`src/hw/rtl/asma_pkg.sv`:
```
`timescale 1ns / 1ps
// ----------------------------------------------------------------------------
// asma_pkg
// Shared constants and types for the scan moving-average block.
// ----------------------------------------------------------------------------
package asma_pkg;

  localparam int unsigned NumChannels = 4;

  // default window depths and discard run
  localparam int unsigned DefLeftDepth    = 8;
  localparam int unsigned DefMiddleDepth  = 8;
  localparam int unsigned DefRightDepth   = 8;
  localparam int unsigned DefBatteryDepth = 8;
  localparam int unsigned DefDiscardCount = 3;

  localparam int unsigned SampleWidth = 10;
  localparam int unsigned SumWidth    = 16;
  localparam int unsigned MuxWidth    = 4;
  localparam int unsigned VoltsWidth  = 8;

  // sum / depth as (sum * recip) >> RecipShift, exact for 16-bit sums, depth <= 64
  localparam int unsigned RecipShift = 22;
  localparam int unsigned RecipWidth = RecipShift + 1;
  localparam int unsigned ProdWidth  = SumWidth + RecipWidth;

  // avg / 5 as (avg * 1639) >> 13, exact for 10-bit averages
  localparam int unsigned VoltShift = 13;
  localparam int unsigned VoltProdW = SampleWidth + 11;
  localparam logic [10:0] VoltRecip = 11'd1639;
  localparam logic [VoltsWidth-1:0] VoltOffset = 8'd4;

  typedef enum logic [1:0] {
    PosLeft    = 2'd0,
    PosMiddle  = 2'd1,
    PosRight   = 2'd2,
    PosBattery = 2'd3
  } scan_pos_e;

  typedef enum logic [3:0] {
    CfgLeftMux    = 4'd0,
    CfgMidMux     = 4'd1,
    CfgRightMux   = 4'd2,
    CfgBatteryMux = 4'd3
  } cfg_index_e;

  localparam logic [MuxWidth-1:0] LeftMuxReset    = 4'd0;
  localparam logic [MuxWidth-1:0] MidMuxReset     = 4'd1;
  localparam logic [MuxWidth-1:0] RightMuxReset   = 4'd2;
  localparam logic [MuxWidth-1:0] BatteryMuxReset = 4'd3;

endpackage

```
`src/hw/rtl/adc_scan_moving_average_top.sv`:
```
`timescale 1ns / 1ps
// ----------------------------------------------------------------------------
// adc_scan_moving_average_top
// Round-robin converter scan with a moving-average window per channel.
// ----------------------------------------------------------------------------
// path: an accepted input beat is registered in stage 1, stage 2, stage 3 and the output register in turn
// throughput: one beat per cycle while the output is not stalled; the ring store read at accept, the sum update
//   and the sum/reciprocal multiply each sit in a stage of their own
// reset: scan position, discard count, sums and mux codes return to defaults;
//   ring entries read as zero until written (per-entry valid bits, no clearing pass)
module adc_scan_moving_average_top #(
  parameter int unsigned LeftDepth    = asma_pkg::DefLeftDepth,
  parameter int unsigned MiddleDepth  = asma_pkg::DefMiddleDepth,
  parameter int unsigned RightDepth   = asma_pkg::DefRightDepth,
  parameter int unsigned BatteryDepth = asma_pkg::DefBatteryDepth,
  parameter int unsigned DiscardCount = asma_pkg::DefDiscardCount
) (
  input  logic        clk_i,
  input  logic        rst_ni,
  // input stream: [9:0] sample
  input  logic        s_axis_tvalid_i,
  output logic        s_axis_tready_o,
  input  logic [15:0] s_axis_tdata_i,
  // output stream: [1:0] kept_position, [5:2] next_mux, [15:6] avg_left,
  // [25:16] avg_middle, [35:26] avg_right, [45:36] avg_battery,
  // [53:46] battery_volts
  output logic        m_axis_tvalid_o,
  input  logic        m_axis_tready_i,
  output logic [55:0] m_axis_tdata_o,
  // output user: [0] kept
  output logic        m_axis_tuser_o,
  // configuration write channel
  input  logic        cfg_valid_i,
  output logic        cfg_ready_o,
  input  logic [3:0]  cfg_index_i,
  input  logic [3:0]  cfg_data_i
);
  import asma_pkg::*;

  localparam logic [1:0] DiscardLim = 2'(DiscardCount);

  // mux code registers
  logic [MuxWidth-1:0] mux_q [NumChannels];

  // scan control
  logic [1:0] scan_q, scan_d;
  logic [1:0] discard_q, discard_d;
  logic       keep_now;
  logic       in_fire;

  // pipeline valids and handshake
  logic v1_q, v2_q, v3_q, vo_q;
  logic load2, load3, loado;
  logic rdy1, rdy2, rdy3;

  // stage 1 payload
  logic                   kept1_q;
  logic [1:0]             pos1_q;
  logic [1:0]             npos1_q;
  logic [SampleWidth-1:0] sample1_q;
  // stage 2 / 3 payload
  logic       kept2_q, kept3_q;
  logic [1:0] pos2_q, pos3_q;
  logic [1:0] npos2_q, npos3_q;

  // per-channel state
  logic [SumWidth-1:0]    sum_q [NumChannels];
  logic [SampleWidth-1:0] avg3_q [NumChannels];

  // output registers
  logic                   kept_o_q;
  logic [1:0]             kpos_o_q;
  logic [MuxWidth-1:0]    nmux_o_q;
  logic [SampleWidth-1:0] avg_o_q [NumChannels];
  logic [VoltsWidth-1:0]  volts_o_q;
  logic [VoltProdW-1:0]   volt_prod;
  logic [VoltsWidth-1:0]  volts_d;

  // ---------------------------------------------------------------------------
  // handshake chain
  // ---------------------------------------------------------------------------
  assign loado = v3_q && (!vo_q || m_axis_tready_i);
  assign rdy3  = !v3_q || loado;
  assign load3 = v2_q && rdy3;
  assign rdy2  = !v2_q || load3;
  assign load2 = v1_q && rdy2;
  assign rdy1  = !v1_q || load2;

  assign s_axis_tready_o = rdy1;
  assign in_fire         = s_axis_tvalid_i && rdy1;
  assign cfg_ready_o     = 1'b1;

  always_ff @(posedge clk_i or negedge rst_ni) begin
    if (!rst_ni) begin
      v1_q <= 1'b0;
      v2_q <= 1'b0;
      v3_q <= 1'b0;
      vo_q <= 1'b0;
    end else begin
      v1_q <= in_fire || (v1_q && !load2);
      v2_q <= load2 || (v2_q && !load3);
      v3_q <= load3 || (v3_q && !loado);
      vo_q <= loado || (vo_q && !m_axis_tready_i);
    end
  end

  // ---------------------------------------------------------------------------
  // configuration
  // ---------------------------------------------------------------------------
  always_ff @(posedge clk_i or negedge rst_ni) begin
    if (!rst_ni) begin
      mux_q[PosLeft]    <= LeftMuxReset;
      mux_q[PosMiddle]  <= MidMuxReset;
      mux_q[PosRight]   <= RightMuxReset;
      mux_q[PosBattery] <= BatteryMuxReset;
    end else if (cfg_valid_i) begin
      case (cfg_index_i)
        CfgLeftMux:    mux_q[PosLeft]    <= cfg_data_i;
        CfgMidMux:     mux_q[PosMiddle]  <= cfg_data_i;
        CfgRightMux:   mux_q[PosRight]   <= cfg_data_i;
        CfgBatteryMux: mux_q[PosBattery] <= cfg_data_i;
        default: ;
      endcase
    end
  end

  // ---------------------------------------------------------------------------
  // discard counter and scan position; the scan position advances only on kept beats
  // ---------------------------------------------------------------------------
  assign keep_now = !(discard_q < DiscardLim);

  always_comb begin
    discard_d = discard_q;
    scan_d    = scan_q;
    if (in_fire) begin
      if (keep_now) begin
        discard_d = 2'd0;
        scan_d    = scan_q + 2'd1;
      end else begin
        discard_d = discard_q + 2'd1;
      end
    end
  end

  always_ff @(posedge clk_i or negedge rst_ni) begin
    if (!rst_ni) begin
      discard_q <= 2'd0;
      scan_q    <= PosLeft;
    end else begin
      discard_q <= discard_d;
      scan_q    <= scan_d;
    end
  end

  // ---------------------------------------------------------------------------
  // pipeline payload
  // ---------------------------------------------------------------------------
  always_ff @(posedge clk_i) begin
    if (in_fire) begin
      kept1_q   <= keep_now;
      pos1_q    <= keep_now ? scan_q : PosLeft;
      npos1_q   <= scan_d;
      sample1_q <= s_axis_tdata_i[SampleWidth-1:0];
    end
    if (load2) begin
      kept2_q <= kept1_q;
      pos2_q  <= pos1_q;
      npos2_q <= npos1_q;
    end
    if (load3) begin
      kept3_q <= kept2_q;
      pos3_q  <= pos2_q;
      npos3_q <= npos2_q;
    end
  end

  // ---------------------------------------------------------------------------
  // per-channel ring store, running sum and average
  // ---------------------------------------------------------------------------
  for (genvar c = 0; c < NumChannels; c++) begin : g_chan
    localparam int unsigned Dep = (c == 0) ? LeftDepth :
                                  (c == 1) ? MiddleDepth :
                                  (c == 2) ? RightDepth : BatteryDepth;
    localparam int unsigned SlotW = (Dep > 1) ? $clog2(Dep) : 1;
    localparam logic [SlotW-1:0] LastSlot = SlotW'(Dep - 1);
    localparam logic [RecipWidth-1:0] Recip =
      RecipWidth'(((64'd1 << RecipShift) + 64'(Dep) - 64'd1) / 64'(Dep));

    logic [SampleWidth-1:0] store_q [Dep];
    logic [Dep-1:0]         filled_q;
    logic [SlotW-1:0]       slot_q;
    logic [SlotW-1:0]       wslot_q;
    logic [SampleWidth-1:0] old_q;
    logic                   old_ok_q;
    logic [SampleWidth-1:0] old_val;
    logic                   rd_en;
    logic                   wr_en;
    logic [ProdWidth-1:0]   prod;

    assign rd_en   = in_fire && keep_now && (scan_q == 2'(c));
    assign wr_en   = load2 && kept1_q && (pos1_q == 2'(c));
    assign old_val = old_ok_q ? old_q : '0;
    assign prod    = ProdWidth'(sum_q[c]) * ProdWidth'(Recip);

    // store read at accept, written back one stage later
    always_ff @(posedge clk_i) begin
      if (rd_en) begin
        old_q   <= store_q[slot_q];
        wslot_q <= slot_q;
      end
      if (wr_en) begin
        store_q[wslot_q] <= sample1_q;
      end
      if (load3) begin
        avg3_q[c] <= prod[RecipShift +: SampleWidth];
      end
    end

    always_ff @(posedge clk_i or negedge rst_ni) begin
      if (!rst_ni) begin
        filled_q <= '0;
        slot_q   <= '0;
        old_ok_q <= 1'b0;
        sum_q[c] <= '0;
      end else begin
        if (rd_en) begin
          old_ok_q <= filled_q[slot_q];
          slot_q   <= (slot_q == LastSlot) ? '0 : slot_q + SlotW'(1);
        end
        if (wr_en) begin
          filled_q[wslot_q] <= 1'b1;
          sum_q[c] <= sum_q[c] - SumWidth'(old_val) + SumWidth'(sample1_q);
        end
      end
    end
  end

  // ---------------------------------------------------------------------------
  // output register
  // ---------------------------------------------------------------------------
  assign volt_prod = VoltProdW'(avg3_q[PosBattery]) * VoltProdW'(VoltRecip);
  assign volts_d   = volt_prod[VoltShift +: VoltsWidth] + VoltOffset;

  always_ff @(posedge clk_i) begin
    if (loado) begin
      kept_o_q  <= kept3_q;
      kpos_o_q  <= pos3_q;
      nmux_o_q  <= mux_q[npos3_q];
      avg_o_q   <= avg3_q;
      volts_o_q <= volts_d;
    end
  end

  assign m_axis_tvalid_o = vo_q;
  assign m_axis_tuser_o  = kept_o_q;
  assign m_axis_tdata_o  = {2'b00, volts_o_q, avg_o_q[PosBattery], avg_o_q[PosRight],
                            avg_o_q[PosMiddle], avg_o_q[PosLeft], nmux_o_q, kpos_o_q};

  // ---------------------------------------------------------------------------
  // assertions
  // ---------------------------------------------------------------------------
  a_discard_range: assert property (@(posedge clk_i) disable iff (!rst_ni)
    discard_q <= DiscardLim)
    else $error("discard counter beyond its limit");

  a_scan_advance: assert property (@(posedge clk_i) disable iff (!rst_ni)
    (in_fire && keep_now) |=> (scan_q == $past(scan_q) + 2'd1))
    else $error("scan position did not advance on a kept beat");

  a_scan_hold: assert property (@(posedge clk_i) disable iff (!rst_ni)
    (in_fire && !keep_now) |=> (scan_q == $past(scan_q)))
    else $error("scan position moved on a discarded beat");

  a_discard_pos: assert property (@(posedge clk_i) disable iff (!rst_ni)
    (m_axis_tvalid_o && !m_axis_tuser_o) |-> (m_axis_tdata_o[1:0] == PosLeft))
    else $error("discarded beat carries a nonzero position");

  a_sum_bound: assert property (@(posedge clk_i) disable iff (!rst_ni)
    (sum_q[PosLeft] <= SumWidth'(LeftDepth * 1023)) &&
    (sum_q[PosBattery] <= SumWidth'(BatteryDepth * 1023)))
    else $error("window sum exceeds its window capacity");

endmodule
```
`config.mk`:
```
export PLATFORM = sky130hd
export DESIGN_NAME = adc_scan_moving_average_top
export DESIGN_NICKNAME = d
export VERILOG_FILES = /design/src/hw/rtl/asma_pkg.sv /design/src/hw/rtl/adc_scan_moving_average_top.sv
export SDC_FILE = /design/constraint.sdc
export NUM_CORES = 1
export LEC_CHECK = 0
export BUFFER_PORTS_ARGS = -buffer_cell sky130_fd_sc_hd__buf_2
export CAP_MARGIN = 30
export CORE_UTILIZATION = 35
export CTS_CLUSTER_SIZE = 24
export DETAILED_ROUTE_END_ITERATION = 10
export PLACE_DENSITY_LB_ADDON = 0.15
export SLEW_MARGIN = 20
export SYNTH_ARGS = -nofsm -noshare
export SYNTH_HDL_FRONTEND = slang
export SYNTH_SLANG_ARGS = --single-unit
```
`constraint.sdc`:
```
create_clock -name clk_i -period 10.9 [get_ports clk_i]
set_input_delay 1.09 -clock clk_i [delete_from_list [all_inputs] [get_ports clk_i]]
set_output_delay 1.09 -clock clk_i [all_outputs]
set_load 0.005 [all_outputs]
```
**Yosys cells after proc, flatten, opt, wreduce, memory -nomap -nowiden**

Memory sizes are Yosys's and may differ from the RTL's. A register that Yosys moved wholly into a read port is not among the register bits.
Index checks and enable logic that the tools add are counted.

- Output and inout bits: 60
- Input port bits: 29
- RAM bits: 320
- Word-level logic and storage cells: 188
- Bits in registers: 268
- Memories: 4

- $mul: 1
- Reduce and logical (&&, ||, !) cells: 46
- Bitwise gates (word level): 5
- Mux-type cells: 38
- $lt $le $gt $ge: 14
- Equality and inequality tests: 13
- Add/sub/neg operators: 15

Memories:

| name | words | width | rd ports | clocked after Yosys merged registers in | wr ports | RTL line | source |
|---|---|---|---|---|---|---|---|
| g_chan[0].store_q | 8 | 10 | 1 | 1 | 1 | adc_scan_moving_average_top.sv:189 | `logic [SampleWidth-1:0] store_q [Dep];` |
| g_chan[1].store_q | 8 | 10 | 1 | 1 | 1 | adc_scan_moving_average_top.sv:189 |  |
| g_chan[2].store_q | 8 | 10 | 1 | 1 | 1 | adc_scan_moving_average_top.sv:189 |  |
| g_chan[3].store_q | 8 | 10 | 1 | 1 | 1 | adc_scan_moving_average_top.sv:189 |  |

Operator list:

| cell | number |
|---|---|
| adder 16 x 10 -> 16 bit | 4 |
| subtractor 16 x 10 -> 16 bit | 4 |
| 2-to-1 mux 10 bit | 4 |
| < comparator 3 x 4 -> 1 bit (second input constant) | 8 |
| OR 8 bit | 4 |
| logical AND 1 bit | 22 |
| multiplier 10 x 11 -> 21 bit (second input constant) | 1 |
| 2-to-1 mux 1 bit | 16 |
| adder 3 x 1 -> 3 bit (second input constant) | 4 |
| binary-select mux 1 bit (select 3 bit) | 4 |
| demux 1 bit (select 3 bit) | 4 |
| == test 3 bit (second input constant) | 4 |
| greater-or-equal comparator 3 x 1 -> 1 bit (second input constant) | 4 |
| 2-to-1 mux 3 bit | 4 |
| logical NOT 1 bit | 9 |
| adder 8 x 3 -> 8 bit (second input constant) | 1 |
| binary-select mux 4 bit (select 2 bit) | 1 |
| == test 2 bit (second input constant) | 4 |
| == test 4 x 2 -> 1 bit (second input constant) | 2 |
| logical OR 1 bit | 8 |
| 2-to-1 mux 4 bit | 2 |
| AND reduction 2 bit | 4 |
| 2-to-1 mux 2 bit | 3 |
| adder 2 x 1 -> 2 bit (second input constant) | 2 |
| 7 further kinds | 9 |

**Logic depth before layout (Yosys ltp)**

- Depth in word-level cells: 11
- Depth in mapped cells: 21
- Gate-level depth less buffers: 21

**Least setup slack after synthesis**

Ideal clock, no wire load.

- Path kind: register to register
- Start point: register avg3_q[7] in the netlist's numbering
- End point: register volts_o_q[7], data pin
- Buffers on the path: 0
- Library setup time: 0.266 ns
- Data required time: 10.634 ns
- Arrival time: 4.633 ns
- Period minus slack after synthesis: 4.899 ns
- Stages on the path, launching flop included: 20
- Path slack: 6.001 ns
- Path through: edfxtp_1 -> fa_1 -> inv_1 -> fa_1 -> inv_1 -> fa_1 -> fa_1 -> inv_1 -> fa_1 -> inv_1 -> ha_1 -> a21oi_1 -> a21oi_2 -> nor2_4 -> a21oi_2 -> o31a_1 -> nand4b_1 -> o31a_1 -> a21oi_1 -> a31oi_1

- Longest elaborated chain between the ends: 2

Ends and longest elaborated chain:

| what | RTL line | source |
|---|---|---|
| from (decl) | adc_scan_moving_average_top.sv:68 | `logic [SampleWidth-1:0] avg3_q [NumChannels];` |
| from (signal, indexed assignment) | adc_scan_moving_average_top.sv:215 | `avg3_q[c] <= prod[RecipShift +: SampleWidth];` |
| multiplier 10 x 11 -> 21 bit | adc_scan_moving_average_top.sv:241 | `assign volt_prod = VoltProdW'(avg3_q[PosBattery]) * VoltProdW'(VoltRecip);` |
| adder 8 x 3 -> 8 bit | adc_scan_moving_average_top.sv:242 | `assign volts_d = volt_prod[VoltShift +: VoltsWidth] + VoltOffset;` |
| via volts_d[7] | adc_scan_moving_average_top.sv:77 | `logic [VoltsWidth-1:0] volts_d;` |
| to (signal assigned) | adc_scan_moving_average_top.sv:250 | `volts_o_q <= volts_d;` |
| to (decl) | adc_scan_moving_average_top.sv:75 | `logic [VoltsWidth-1:0] volts_o_q;` |

The timed path passes the listed nets, and every way through them passes these cells.
A chain may end at the register's enable or synchronous reset.

**Final worst setup path**

- Start point: register avg3_q[4] in the netlist's numbering
- End point: register volts_o_q[7], data pin

The elaborated chain is that of the path after synthesis.

==> results.sh <==
export IMPL_synth_simple_area_share_pct=6.123
export IMPL_finalNetCount=2140
export IMPL_setup_violations=0
export IMPL_cp_data_required_time_ns=11.23
export IMPL_drt_vias_per_instance=4.714
export IMPL_synthArstFlopShare_pct=20.13
export IMPL_num_antenna_cells=0
export IMPL_critPathMaxFanout=6
export IMPL_fill_cells=7134
export IMPL_drt_iter0_drc=753
export IMPL_synthFlopType="edfxtp_1"
export IMPL_powerDensity_nw_per_um2=318.7
export IMPL_layout_drive_gt1_share_pct=22.92
export IMPL_ctsResizeCount=0
export IMPL_crit_family="adder cells"
export IMPL_insertion_delay_ns=0.61
export IMPL_synth_area_um2=27770
export IMPL_boundaryPins=89
export IMPL_synth_seq_cells=616
export IMPL_path_buf_inv=2
export IMPL_synth_adder_area_share_pct=10.56
export IMPL_maxCapViolations=0
export IMPL_syn_avg_cell_area_um2=15.83
export IMPL_ff_latch_area_um2=17880
export IMPL_power_total_mw=10.23
export IMPL_synth_area_top_cells="edfxtp_1, dfrtp_1, mux4_2, ha_1, fa_1"
export IMPL_path_cells="ha_1 -> fa_1 -> fa_1 -> fa_1 -> inv_1 -> fa_1 -> inv_1 -> ha_1 -> a21oi_1 -> a21oi_2 -> nor2_4 -> a21oi_2 -> o31a_1 -> nand4b_1 -> o31a_1 -> a21oi_1 -> a31oi_1"
export IMPL_overflow=0
export IMPL_slew_viol_final=0
export IMPL_crit_slowest_cell="fa_1"
export IMPL_die_y_um=283.7
export IMPL_clkTransAtPathRegs_ns=0.06
export IMPL_wl_per_cell_um=19.62
export IMPL_irDropWorstVdd_mv=0.2664
export IMPL_p_leak_nw=12.37
export IMPL_cp_end_kind="flip-flop"
export IMPL_synth_cells=1754
export IMPL_synth_edf_count=492
export IMPL_row_count=102
export IMPL_worstMarginPinSlew_ns=1.003
export IMPL_start_util_pct=35.62
export IMPL_synth_top_area_share_pct=53.20
export IMPL_fin_tns_setup_ns=0
export IMPL_synth_common_cells="edfxtp_1, inv_1, ha_1"
export IMPL_finalClockSkew_ns=0.01950
export IMPL_cp_arrival_ns=5.53
export IMPL_crit_path_frequent_cell="fa_1"
export IMPL_gr_usage_all_layers_pct=15.12
export IMPL_clk_path_buf_depth=3
export IMPL_clkSinkCount=616
export IMPL_htreeDepth=3
export IMPL_area_growth_syn_to_layout_pct=15.60
export IMPL_grt_max_degree=66
export IMPL_synth_area_leader_cell="edfxtp_1"
export IMPL_coreArea_um2=77980
export IMPL_firstDrtPassIters=5
export IMPL_die_width_um=283.7
export IMPL_hold_buffers=0
export IMPL_cts_made_buffers=71
export IMPL_finalWeightedCongestion=0.7580
export IMPL_rsz0062_at_grt="false"
export IMPL_synth_top_family_by_area="adder cells"
export IMPL_yosysMostFrequentCell="edfxtp_1"
export IMPL_tritoncts="done"
export IMPL_criticalPathCategory="flip-flop to flip-flop"
export IMPL_hold_class="flip-flop to flip-flop"
export IMPL_ys_types=56
export IMPL_drtAntennaViolNets=0
export IMPL_dp_hpwl_um=38170
export IMPL_port_buffer_count=79
export IMPL_yosysSeqAreaShare_pct=64.39
export IMPL_drc=0
export IMPL_grt_antenna_before_repair=1
export IMPL_fmax_ghz=0.1923
export IMPL_yosysWarnings=0
export IMPL_via_count=14200
export IMPL_start_kind="flip-flop"
export IMPL_finalCritPeriodShare_pct=47.71
export IMPL_finalHoldViolCount=0
export IMPL_synthXorXnorAreaFrac_pct=1.735
export IMPL_post_cts_buffers=0
export IMPL_period_minus_slack_ns=5.200
export IMPL_grt_pass1_wl_um=91110
export IMPL_slew_headroom_pct=32.96
export IMPL_multiInputGateArea_um2=9050
export IMPL_wl_um=59080
export IMPL_synth_compound_area_share_pct=3.383
export IMPL_dieArea_um2=80480
export IMPL_grt_pass1_vias=15260
export IMPL_slowest_delay_ns=0.57
export IMPL_synth_mux_area_share_pct=10.28
export IMPL_status="finished, final reports clean"
export IMPL_cts_root_buf="clkbuf_16"
==> where the power goes <==
part	leakage, nW	internal (mW)	switching, mW
registers	6.06	3.07	0.217
logic	5.19	2.15	2.48
clock network	1.11	1.37	0.941
total	12.4	6.59	3.64
==> path summary, 6_finish.rpt <==
kind | start | depth (start not counted) | slack [ns] | end
setup / recovery | avg3_q[4] | 17 | 5.70 | volts_o_q[7]
hold / removal | avg3_q[12] | 0 | 0.42 | m_axis_tdata_o[28]
setup reg to reg | avg3_q[4] | 17 | 5.70 | volts_o_q[7]
hold reg to reg | avg3_q[12] | 0 | 0.42 | m_axis_tdata_o[28]
max in group asynchronous | rst_ni | 3 | 9.16 | mux_q[5]
min in group asynchronous | rst_ni | 1 | 0.49 | g_chan[0].filled_q[7]
==> sequential cells by signal, indices dropped and copies added, names as in the netlist, 4 cells and up <==
name,cells
sample1_q,10
g_chan.store_q,320
m_axis_tdata_o,40
g_chan.filled_q,32
g_chan.wslot_q,12
g_chan.old_ok_q,4
volts_o_q,8
sum_q,52
nmux_o_q,4
mux_q,16
g_chan.slot_q,12
g_chan.old_q,40
avg3_q,40
==> cells in the final DEF, fill, tap and decap left out, types with 45 or more instances in the layout <==
cell       count
mux4_2        92
mux2_2        66
buf_2         78
inv_1        213
and2_1        46
ha_1         124
edfxtp_1     492
fa_1          69
dfrtp_1      120
buf_4         45
o21ai_0       54
nand2_1       88
clkbuf_16     72
==> final cells by class <==
type | instances | share of cell area (%)
Clock inverter | 34 | 0.9860
Multi-Input combinational cell | 886 | 28.19
Sequential cell | 616 | 55.70
Tap cell | 1040 | 4.053
Clock buffer | 93 | 6.045
Inverter | 213 | 2.490
Timing Repair Buffer | 130 | 2.533
==> logic make-up after synthesis <==
logic type / Yosys count
buf+inv: 253
xor+xnor: 55
simple gates: 323
mux: 162
compound gates: 150
fa+ha+maj: 193
flops: 616
other cells: 2
==> metal layers <==
layer	routed length, um	vias to the layer above	track usage, %
met5	0	-	0
met4	1902	0	5.595
met3	1869	101	2.379
met2	28070	219	25.26
met1	27250	7182	19.85
li1	-	6698	-
==> per-stage QoR <==
| stage | util (%) | setup WS, ns | hold slack, ns | std cells | cell area, um2 |
|---|---|---|---|---|---|
| 2_1_floorplan | - | 6.001 | 0.4003 | 1755 | 27780 |
| 3_3_place_gp | 38.18 | 5.687 | 0.4064 | 2879 | 29770 |
| 3_5_place_dp | 38.21 | 5.683 | 0.4045 | 2881 | 29800 |
| 4_1_cts | 41.11 | 5.666 | 0.4149 | 3008 | 32060 |
| 5_1_grt | 41.17 | 5.474 | 0.4285 | 3012 | 32100 |
| 6_report | 41.17 | 5.700 | 0.4161 | 3012 | 32100 |
No activity file was read; power rests on OpenSTA's default activity.
